`config.mk`:
```
export PLATFORM = sky130hd
export DESIGN_NAME = deque_with_search_core
export DESIGN_NICKNAME = d
export VERILOG_FILES = /design/src/rtl/dqs_pkg.sv /design/src/rtl/dqs_cell.sv /design/src/rtl/deque_with_search_core.sv
export SDC_FILE = /design/constraint.sdc
export NUM_CORES = 1
export LEC_CHECK = 0
export BUFFER_PORTS_ARGS = -buffer_cell sky130_fd_sc_hd__buf_2
export CORE_MARGIN = 2
export CORE_UTILIZATION = 32
export DETAILED_ROUTE_END_ITERATION = 8
export HOLD_SLACK_MARGIN = 0.05
export PLACE_DENSITY = 0.46
export RECOVER_POWER = 50
export SYNTH_ARGS = -nofsm -noshare
export SYNTH_HDL_FRONTEND = slang
export SYNTH_SLANG_ARGS = --single-unit
export TNS_END_PERCENT = 10
```
`constraint.sdc`:
```
create_clock -name clk -period 3.5 [get_ports clk]
set_clock_uncertainty 0.05 [all_clocks]
set_input_delay 0 -clock clk [delete_from_list [all_inputs] [get_ports clk]]
set_output_delay 0 -clock clk [all_outputs]
set_load 0.01 [all_outputs]
```
`src/rtl/dqs_pkg.sv`:
```
// ----------------------------------------------------------------------------
// dqs_pkg
// Shared types and codes for the byte deque with search.
// ----------------------------------------------------------------------------
package dqs_pkg;

  typedef enum logic [2:0] {
    OP_APPEND = 3'd0,
    OP_INSERT = 3'd1,
    OP_REMOVE = 3'd2,
    OP_SEARCH = 3'd3,
    OP_CLEAR  = 3'd4
  } op_t;

  localparam logic [1:0] ST_OK       = 2'd0;
  localparam logic [1:0] ST_EMPTY    = 2'd1;
  localparam logic [1:0] ST_FULL     = 2'd2;
  localparam logic [1:0] ST_NOTFOUND = 2'd3;

  typedef enum logic [2:0] {
    CELL_HOLD = 3'd0,
    CELL_LOAD = 3'd1,
    CELL_SHR  = 3'd2,
    CELL_SHL  = 3'd3,
    CELL_ROT  = 3'd4
  } cell_op_t;

  typedef struct packed {
    cell_op_t   op;
    logic [7:0] letter;
  } cell_ctl_t;

endpackage

```
`src/rtl/dqs_cell.sv`:
```
// ----------------------------------------------------------------------------
// dqs_cell
// One byte slot of the deque chain; slot IDX holds the entry at that
// distance from the front.
// ----------------------------------------------------------------------------
module dqs_cell #(
  parameter int IDX = 0,
  parameter int CW  = 7
) (
  input  logic              clk,
  input  dqs_pkg::cell_ctl_t ctl,
  input  logic [CW-1:0]     count,
  input  logic [7:0]        from_left,
  input  logic [7:0]        from_right,
  input  logic [7:0]        from_front,
  output logic [7:0]        q
);

  logic [7:0] data_r;
  logic [7:0] data_nxt;
  logic       at_tail;
  logic       is_last;

  assign at_tail = (count == CW'(IDX));
  assign is_last = (count == CW'(IDX + 1));

  always_comb begin
    data_nxt = data_r;
    case (ctl.op)
      dqs_pkg::CELL_LOAD: begin
        if (at_tail) data_nxt = ctl.letter;
      end
      dqs_pkg::CELL_SHR:  data_nxt = from_left;
      dqs_pkg::CELL_SHL:  data_nxt = from_right;
      dqs_pkg::CELL_ROT:  data_nxt = is_last ? from_front : from_right;
      default:            data_nxt = data_r;
    endcase
  end

  always_ff @(posedge clk) begin
    data_r <= data_nxt;
  end

  assign q = data_r;

endmodule

```
`src/rtl/deque_with_search_core.sv`:
```
// ----------------------------------------------------------------------------
// deque_with_search_core
// Bounded byte deque built as a shift chain of cells, with front search.
// ----------------------------------------------------------------------------
// Entries sit in a chain of DEPTH cells, the front entry in cell 0. Append,
// insert-front, remove-front, clear, unused codes and a search of an empty
// deque give their result on the next edge. A search rotates the occupied
// part of the chain by one cell per cycle past a single comparator at the
// front, and gives its result once every held entry has passed the front;
// the chain is back in its original order when it ends. One request is in
// flight at a time, and a new one is taken while the previous result is
// being handed off.
module deque_with_search_core #(
  parameter int DEPTH = 64
) (
  input  logic        clk,
  input  logic        rst_n,
  input  logic        in_tvalid,
  output logic        in_tready,
  input  logic [15:0] in_tdata,   // [2:0] operation, [10:3] letter, rest zero
  output logic        out_tvalid,
  input  logic        out_tready,
  output logic [23:0] out_tdata   // [7:0] removed_letter, [9:8] status,
                                  // [16:10] position, [23:17] occupancy
);

  localparam int CW = $clog2(DEPTH + 1);

  typedef enum logic [1:0] {
    S_IDLE   = 2'b01,
    S_SEARCH = 2'b10
  } state_t;

  state_t          state_r, state_nxt;
  logic [CW-1:0]   count_r, count_nxt;
  logic [CW-1:0]   k_r, k_nxt;
  logic [CW-1:0]   pos_r, pos_nxt;
  logic            found_r, found_nxt;
  logic [7:0]      letter_r, letter_nxt;
  logic            out_valid_r, out_valid_nxt;
  logic [7:0]      removed_r, removed_nxt;
  logic [1:0]      status_r, status_nxt;
  logic [CW-1:0]   opos_r, opos_nxt;
  logic [CW-1:0]   occ_r, occ_nxt;

  logic [2:0]      in_op;
  logic [7:0]      in_letter;
  logic            in_accept;
  logic            full;
  logic            empty;
  logic            hit;
  dqs_pkg::cell_ctl_t ctl;
  logic [7:0]      q [DEPTH];
  logic [CW+6:0]   opos_ext;
  logic [CW+6:0]   occ_ext;

  assign in_op     = in_tdata[2:0];
  assign in_letter = in_tdata[10:3];
  assign in_tready = (state_r == S_IDLE) && (!out_valid_r || out_tready);
  assign in_accept = in_tvalid && in_tready;
  assign full      = (count_r == CW'(DEPTH));
  assign empty     = (count_r == '0);
  assign hit       = (q[0] == letter_r) && !found_r;

  always_comb begin
    ctl.letter = in_letter;
    ctl.op     = dqs_pkg::CELL_HOLD;
    if (state_r == S_SEARCH) begin
      ctl.op = dqs_pkg::CELL_ROT;
    end else if (in_accept) begin
      case (in_op)
        dqs_pkg::OP_APPEND: if (!full)  ctl.op = dqs_pkg::CELL_LOAD;
        dqs_pkg::OP_INSERT: if (!full)  ctl.op = dqs_pkg::CELL_SHR;
        dqs_pkg::OP_REMOVE: if (!empty) ctl.op = dqs_pkg::CELL_SHL;
        default:            ctl.op = dqs_pkg::CELL_HOLD;
      endcase
    end
  end

  for (genvar i = 0; i < DEPTH; i++) begin : g_cell
    dqs_cell #(
      .IDX (i),
      .CW  (CW)
    ) u_cell (
      .clk        (clk),
      .ctl        (ctl),
      .count      (count_r),
      .from_left  ((i == 0) ? in_letter : q[(i + DEPTH - 1) % DEPTH]),
      .from_right (q[(i + 1) % DEPTH]),
      .from_front (q[0]),
      .q          (q[i])
    );
  end

  always_comb begin
    state_nxt     = state_r;
    count_nxt     = count_r;
    k_nxt         = k_r;
    pos_nxt       = pos_r;
    found_nxt     = found_r;
    letter_nxt    = letter_r;
    out_valid_nxt = out_valid_r && !out_tready;
    removed_nxt   = removed_r;
    status_nxt    = status_r;
    opos_nxt      = opos_r;
    occ_nxt       = occ_r;

    if (state_r == S_SEARCH) begin
      k_nxt = k_r + 1'b1;
      if (hit) begin
        found_nxt = 1'b1;
        pos_nxt   = k_r + 1'b1;
      end
      if (k_r + 1'b1 == count_r) begin
        state_nxt     = S_IDLE;
        out_valid_nxt = 1'b1;
        removed_nxt   = '0;
        status_nxt    = (found_r || hit) ? dqs_pkg::ST_OK : dqs_pkg::ST_NOTFOUND;
        opos_nxt      = hit ? k_r + 1'b1 : pos_r;
        occ_nxt       = count_r;
      end
    end else if (in_accept) begin
      out_valid_nxt = 1'b1;
      removed_nxt   = '0;
      status_nxt    = dqs_pkg::ST_OK;
      opos_nxt      = '0;
      case (in_op)
        dqs_pkg::OP_APPEND, dqs_pkg::OP_INSERT: begin
          if (full) status_nxt = dqs_pkg::ST_FULL;
          else      count_nxt  = count_r + 1'b1;
        end
        dqs_pkg::OP_REMOVE: begin
          if (empty) begin
            status_nxt = dqs_pkg::ST_EMPTY;
          end else begin
            removed_nxt = q[0];
            count_nxt   = count_r - 1'b1;
          end
        end
        dqs_pkg::OP_SEARCH: begin
          if (empty) begin
            status_nxt = dqs_pkg::ST_EMPTY;
          end else begin
            out_valid_nxt = 1'b0;
            state_nxt     = S_SEARCH;
            k_nxt         = '0;
            pos_nxt       = '0;
            found_nxt     = 1'b0;
            letter_nxt    = in_letter;
          end
        end
        dqs_pkg::OP_CLEAR: count_nxt = '0;
        default:           count_nxt = count_r;
      endcase
      occ_nxt = count_nxt;
    end
  end

  always_ff @(posedge clk) begin
    if (!rst_n) begin
      state_r     <= S_IDLE;
      count_r     <= '0;
      out_valid_r <= 1'b0;
    end else begin
      state_r     <= state_nxt;
      count_r     <= count_nxt;
      out_valid_r <= out_valid_nxt;
    end
  end

  always_ff @(posedge clk) begin
    k_r       <= k_nxt;
    pos_r     <= pos_nxt;
    found_r   <= found_nxt;
    letter_r  <= letter_nxt;
    removed_r <= removed_nxt;
    status_r  <= status_nxt;
    opos_r    <= opos_nxt;
    occ_r     <= occ_nxt;
  end

  assign opos_ext   = {7'd0, opos_r};
  assign occ_ext    = {7'd0, occ_r};
  assign out_tvalid = out_valid_r;
  assign out_tdata  = {occ_ext[6:0], opos_ext[6:0], status_r, removed_r};

endmodule

```
==> summary.txt, run 1 <==
GRT
  • Largest net degree at the start of global routing: 189
  • First-pass GRT wire length: 173 mm
  • Number of global-route vias before repair: 26400
  • GRT Total Usage: 23.7%
  • Grt ovf: 0
  • Initial antenna violation count: 0

Clocking
  • Number of post-CTS setup repair buffers: 0
  • CTS tree: done
  • # H-tree levels: 3
  • Worst-Skew Late Latency: 640 ps
  • Clock buffer depth: 3
  • Hold_buf cts: 18
  • Reg clk slew, reported paths: 60 ps
  • Clock Tree Root: clkbuf_16
  • Clock Sinks: 569
  • TritonCTS buffer count: 71
  • Post-CTS Resized: 0

Detailed routing
  • DRT Wirelength: 115 mm
  • Drt wl/cell: 26.0 µm
  • DR vias: 26900
  • Vias per std cell: 6.06
  • Initial DRT Pass Iterations: 6
  • Initial DRC Count: 3290
  • Antenna viol nets, final: 0
  • # DRC: 0

Cells and area
  • Most frequent cells in the layout: edfxtp_1, o21ai_0, nand3_1
  • Fill cells: 9425
  • Proportion of layout cells with a drive suffix above 1: 8.33%
  • Synthesis-to-finish area growth: 14.6%
  • Register area: 17000 µm²
  • Most common cell after layout, fill and taps aside: edfxtp_1
  • Final #Nets: 3151
  • Area of the multi-input gates: 11900 µm²
  • Core Util, Final: 36.9%

Yosys
  • Mapped Avg Cell Area: 9.57 µm²
  • Multiplexer share of the synthesized area: 0.459%
  • Seq cells post-synth: 569
  • Number of synthesized flops with an enable pin: 559
  • Syn_nets: 3157
  • Asr flop ratio synth: 0%
  • Simple-gate area share of the yosys netlist: 15.7%
  • Post-synthesis sequential area ratio: 56.7%
  • Syn. warnings: 0
  • Post-synthesis cell type count: 63
  • Compound-Gate Fraction of Synth Area: 22.2%
  • Gate Count Post-Synth: 3131
  • Largest family of logic cells by synthesized area: compound AO/OA/AOI/OAI gates
  • Synth Area in Adders: 0.284%
  • Cell area after synthesis: 30000 µm²
  • Biggest area consumer among synthesized cells: edfxtp_1
  • Post-synth top area share: 56.0%
  • Synth area leaders: edfxtp_1, o21ai_0, nand3_1, a21oi_1, nor2_1
  • Synth Flop Type: edfxtp_1
  • Post-Synth XOR/XNOR Area: 0.585%

Pwr
  • Total chip power: 16.6 mW
  • Leakage: 10.5 nW
  • Worst VDD drop: 0.320 mV
  • Power Density: 483 nW/µm²

Floorplan
  • Core Area: 93000 µm²
  • Die area: 96100 µm²
  • Die height: 310 µm
  • Starting density of the core: 32.2%
  • Row count: 112
  • Top Ports: 46
  • Die width: 310 µm

Worst setup path
  • Critical path data required time: 3800 ps
  • Crit start category: flop
  • CP Data Arrival Time: 3570 ps
  • CP max FO: 107
  • Cells along the critical path: inv_1 > ha_1 > or4b_1 > o211ai_1 > buf_4 > a211oi_4 > buf_12 > buf_6 > o21ai_0 > nand3_1
  • Worst path depth: 10
  • Worst setup endpoint: g_cell[36].u_cell.q[1]
  • Buffers plus inverters on the worst setup path: 4
  • Worst r2r src: count_r[0]
  • Worst R2R End: g_cell[36].u_cell.q[1]
  • CP Class: reg -> reg
  • Critical path's slowest cell: or4b_1
  • Crit. End Element: flop
  • CP startpoint: count_r[0]
  • R2r setup slk: 230 ps
  • Max stage delay on crit path: 500 ps
  • Worst-case reg-to-reg path depth: 10
  • Crit path max-delay family: buffers and inverters

Timing
  • Worst Tran Pin Value: 1120 ps
  • Slew Limit Fails: 0
  • Fmax: 306 MHz
  • Finish-stage setup viols: 0
  • Final hold vios: 0
  • Worst Hold Slack: 201 ps
  • Headroom to the max-slew limit: 25.4%
  • Worst Slack Setup Final: 234 ps
  • Setup TNS: 0 ps
  • RSZ-0062 raised after global routing: no
  • Tcrit/Tclk final: 93.3%
  • Fin crit period: 3270 ps

Run status
  • Outcome: finished, final reports clean

Place
  • Post-detail-place hpwl: 76.5 mm
  • Port Buffer Count: 40
  • Pre-CTS worst setup slack: 369 ps
  • Final GP Congestion: 0.853

Min path
  • Worst hold path class: in -> reg

Job
  • Max-cap check violation count: 0
flip-flops by register name (all words and copies together), names as in the netlist:
name and count:
g_cell.u_cell.q 512, letter_r 8, removed_r 8, count_r 7, k_r 7, occ_r 7, opos_r 7, pos_r 7
state_r 2, status_r 2, found_r 1, out_tvalid 1
synthesized netlist by cell type (3+ instances only):
cell / n
buf_2: 26
o311ai_0: 3
a21oi_1: 374
nand4_1: 15
nand3_1: 447
a22oi_1: 56
nor2_1: 355
or2_2: 3
nor2b_1: 10
a211oi_1: 7
mux2_2: 6
o22ai_1: 4
nor3_1: 7
nor4_1: 6
buf_1: 5
inv_1: 10
mux2i_1: 4
o21ai_1: 26
buf_6: 3
a32oi_1: 63
xnor2_1: 12
xor2_1: 8
a31oi_1: 5
a221o_1: 16
edfxtp_1: 559
and3_1: 19
dfxtp_1: 10
nand2_1: 144
ha_1: 6
clkbuf_1: 270
o2111ai_1: 53
o21ai_0: 542
nor4bb_1: 3
and2_1: 6
nand2b_1: 8
cells by family after synthesis:
kind of cell | Yosys count
XOR/XNOR | 20
buffers and inverters | 316
AND/OR/NAND/NOR | 1036
flip-flops | 569
adder cells (fa/ha/maj) | 7
multiplexers | 12
AO/OA/AOI/OAI | 1171
stage by stage:
| stage | instances | area, µm² |
|---|---|---|
| detailed placement | 4288 | 32200 |
| global route | 4434 | 34300 |
| CTS | 4434 | 34600 |
| finish | 4436 | 34300 |
| floorplan | 3131 | 30000 |
| global placement | 4288 | 32200 |
layout make-up:
cell class	count	area share, %
Antenna cell	2	0.0146
Sequential cell	569	49.5
Tap cell	1254	4.57
Timing Repair Buffer	226	4.65
Inverter	11	0.120
Clock inverter	41	1.11
Clock buffer	87	5.41
Multi-Input combinational cell	2246	34.7
worst min-delay path by stage:
stage	cells past startpoint	slack, ps	from	endpoint
after global placement	1	210	in_tdata[5]	letter_r[2]
after floorplan	1	20	rst_n	state_r[0]
after CTS	2	70	in_tdata[5]	letter_r[2]
final	3	200	rst_n	state_r[1]
after detailed placement	1	220	in_tdata[4]	letter_r[1]
after global routing	3	190	rst_n	state_r[1]
worst register-to-register path, delay by kind of cell, from the launching register on:
| family | cells | cell delay [ps] |
|---|---|---|
| flops | 1 | 310 |
| simple gates | 2 | 630 |
| fa+ha+maj | 1 | 420 |
| compound gates | 3 | 760 |
| buf+inv | 4 | 810 |
report_power, final:
group / switching (mW) / total [mW] / internal, mW
logic: 0.941 / 1.34 / 0.397
clock network: 3.11 / 7.28 / 4.17
registers: 0.133 / 7.97 / 7.84
per-layer routing:
layer / wire length, µm / vias up / track usage (%)
met4: 3360 / 0 / 7.57
li1: - / 11900 / -
met5: 0 / - / 0
met1: 49600 / 13400 / 32.6
met3: 9970 / 202 / 4.94
met2: 52400 / 1401 / 37.2
Note: power is estimated with default switching activity, not from simulation.
==> run 2: changes to the inputs <==
Settings changed: REMOVE_ABC_BUFFERS from default to 1.
==> run 2 against run 1 <==
Against the previous run:
- via count up 1.1%
- cell count fell by 0.56%
- routed wire length rose by 4.1%
- hold slack better by 24 ps
- maximum frequency shrank 1.3%
- combinational power is essentially flat
- sequential cell count is the same
- die area unchanged
- setup slack worse by 43 ps
- core utilization fell by 0.24 points
- register-to-register slack worse by 40 ps
- largest power group unchanged
==> summary.txt, run 2 (synthesized netlist as in run 1, its figures left out) <==
Clocking
  • Clock Sinks: 569
  • # H-tree levels: 3
  • TritonCTS buffer count: 68
  • Number of post-CTS setup repair buffers: 0
  • CTS tree: done
  • Clock buffer depth: 3
  • Reg clk slew, reported paths: 60 ps
  • Worst-Skew Late Latency: 610 ps
  • Clock Tree Root: clkbuf_16

Cells and area
  • Final instance area: 34100 µm²
  • Final #Nets: 3141
  • Finished Layout Cells: 4411
  • Core Util, Final: 36.7%
  • Most frequent cells in the layout: edfxtp_1, o21ai_0, nand3_1
  • Max reg flops: 512
  • Synthesis-to-finish area growth: 13.9%
  • Proportion of layout cells with a drive suffix above 1: 8.05%
  • Most common cell after layout, fill and taps aside: edfxtp_1

GRT
  • Initial antenna violation count: 2
  • Largest net degree at the start of global routing: 264
  • Number of global-route vias before repair: 27200
  • Grt ovf: 0
  • GRT Total Usage: 24.5%
  • First-pass GRT wire length: 177 mm

Timing
  • Setup TNS: 0 ps
  • Headroom to the max-slew limit: 8.08%
  • Fmax: 302 MHz
  • RSZ-0062 raised after global routing: no
  • Final hold vios: 0
  • Worst Hold Slack: 225 ps
  • Finish-stage setup viols: 0
  • Tcrit/Tclk final: 94.5%
  • Fin crit period: 3310 ps
  • Worst Tran Pin Value: 1370 ps
  • Slew Limit Fails: 0

Detailed routing
  • Antenna viol nets, final: 0
  • # DRC: 0
  • Drt wl/cell: 27.2 µm
  • DRT Wirelength: 120 mm
  • Initial DRC Count: 3529
  • Initial DRT Pass Iterations: 8
  • DR vias: 27200
  • Vias per std cell: 6.16

Place
  • Cell count after placement: 4279
  • Post-detail-place hpwl: 78.5 mm
  • Dpl cell area: 32200 µm²
  • Port Buffer Count: 40
  • Final GP Congestion: 0.874

Worst setup path
  • Worst-case reg-to-reg path depth: 7
  • CP max FO: 53
  • CP Class: reg -> reg
  • Crit start category: flop
  • CP Data Arrival Time: 3540 ps
  • Crit. End Element: flop
  • Critical path data required time: 3740 ps

Floorplan
  • Die width: 310 µm
  • Die height: 310 µm
  • Top Ports: 46
  • Die area: 96100 µm²
  • Starting density of the core: 32.2%
  • Row count: 112
  • Core Area: 93000 µm²

Job
  • Max-cap check violation count: 0

Run status
  • Outcome: finished, final reports clean

Min path
  • Worst hold path class: in -> reg
  • Worst hold stages: 3

Pwr
  • Worst VDD drop: 0.317 mV
  • Power Density: 470 nW/µm²
  • Leakage: 10.4 nW
[run 2: cell count changes in the layout (fill, tap and decap cells not counted), sizes merged]
| cell | previous run | this run |
|---|---|---|
| inv | 15 | 11 |
| clkinv | 27 | 23 |
| bufinv | 5 | 1 |
| diode | 2 | 1 |
| clkbuf | 166 | 158 |
| clkinvlp | 5 | 1 |
[run 2: cell type report]
type / count / area, µm²
fillers: 9406 / 58900
flip-flops and latches: 569 / 17000
multi-input cells: 2246 / 11900
clock buffers: 86 / 1850
repair buffers: 219 / 1640
well taps: 1254 / 1570
clock inverters: 25 / 139
inverters: 11 / 41.3
diodes: 1 / 2.50
[run 2: final timing paths]
check	startpoint	end	slack, ps
worst min register to register	g_cell[39].u_cell.q[6]	g_cell[40].u_cell.q[6]	520
worst max register to register	count_r[5]	g_cell[31].u_cell.q[1]	190
worst min-delay path	rst_n	state_r[1]	230
worst max-delay path	count_r[5]	g_cell[31].u_cell.q[1]	190
[run 2: worst max-delay path, stage by stage, from the launching register on]
cell and delay [ps]:
dfxtp_1 580, nor4_1 180, a311o_1 460, a21o_1 220, buf_4 240, nand3_2 260, buf_4 720, nand3_1 190
[run 2: power breakdown]
part / switching [mW] / total (mW) / leakage, nW / internal [mW]
registers: 0.155 / 7.99 / 5.18 / 7.84
logic: 0.950 / 1.35 / 4.23 / 0.398
clock network: 2.90 / 6.69 / 0.977 / 3.78
[run 2: metrics by stage]
stage,total power [mW],setup slack [ps]
2_1_floorplan,8.98,-26510
3_3_place_gp,9.43,212
3_5_place_dp,9.47,93.4
4_1_cts,16.2,101
5_1_grt,16.5,68.4
6_report,16.0,191
[run 2: routing by layer]
metal  track usage (%)  vias to the layer above  part of all wire, %
met4              9.94                        0                  3.9
met1              33.0                    13600                   42
met3              5.19                      279                  9.1
met5                 0                        -                    0
met2              38.5                     1458                   45
li1                  -                    11800                    -
[run 2: timing repair]
item / 4_1_cts / 5_1_grt
endpoints found under the hold margin: 199 / 0
resized for setup: 0 / 0
hold buffers: 18 / 0
endpoints found under the setup margin: 0 / 0
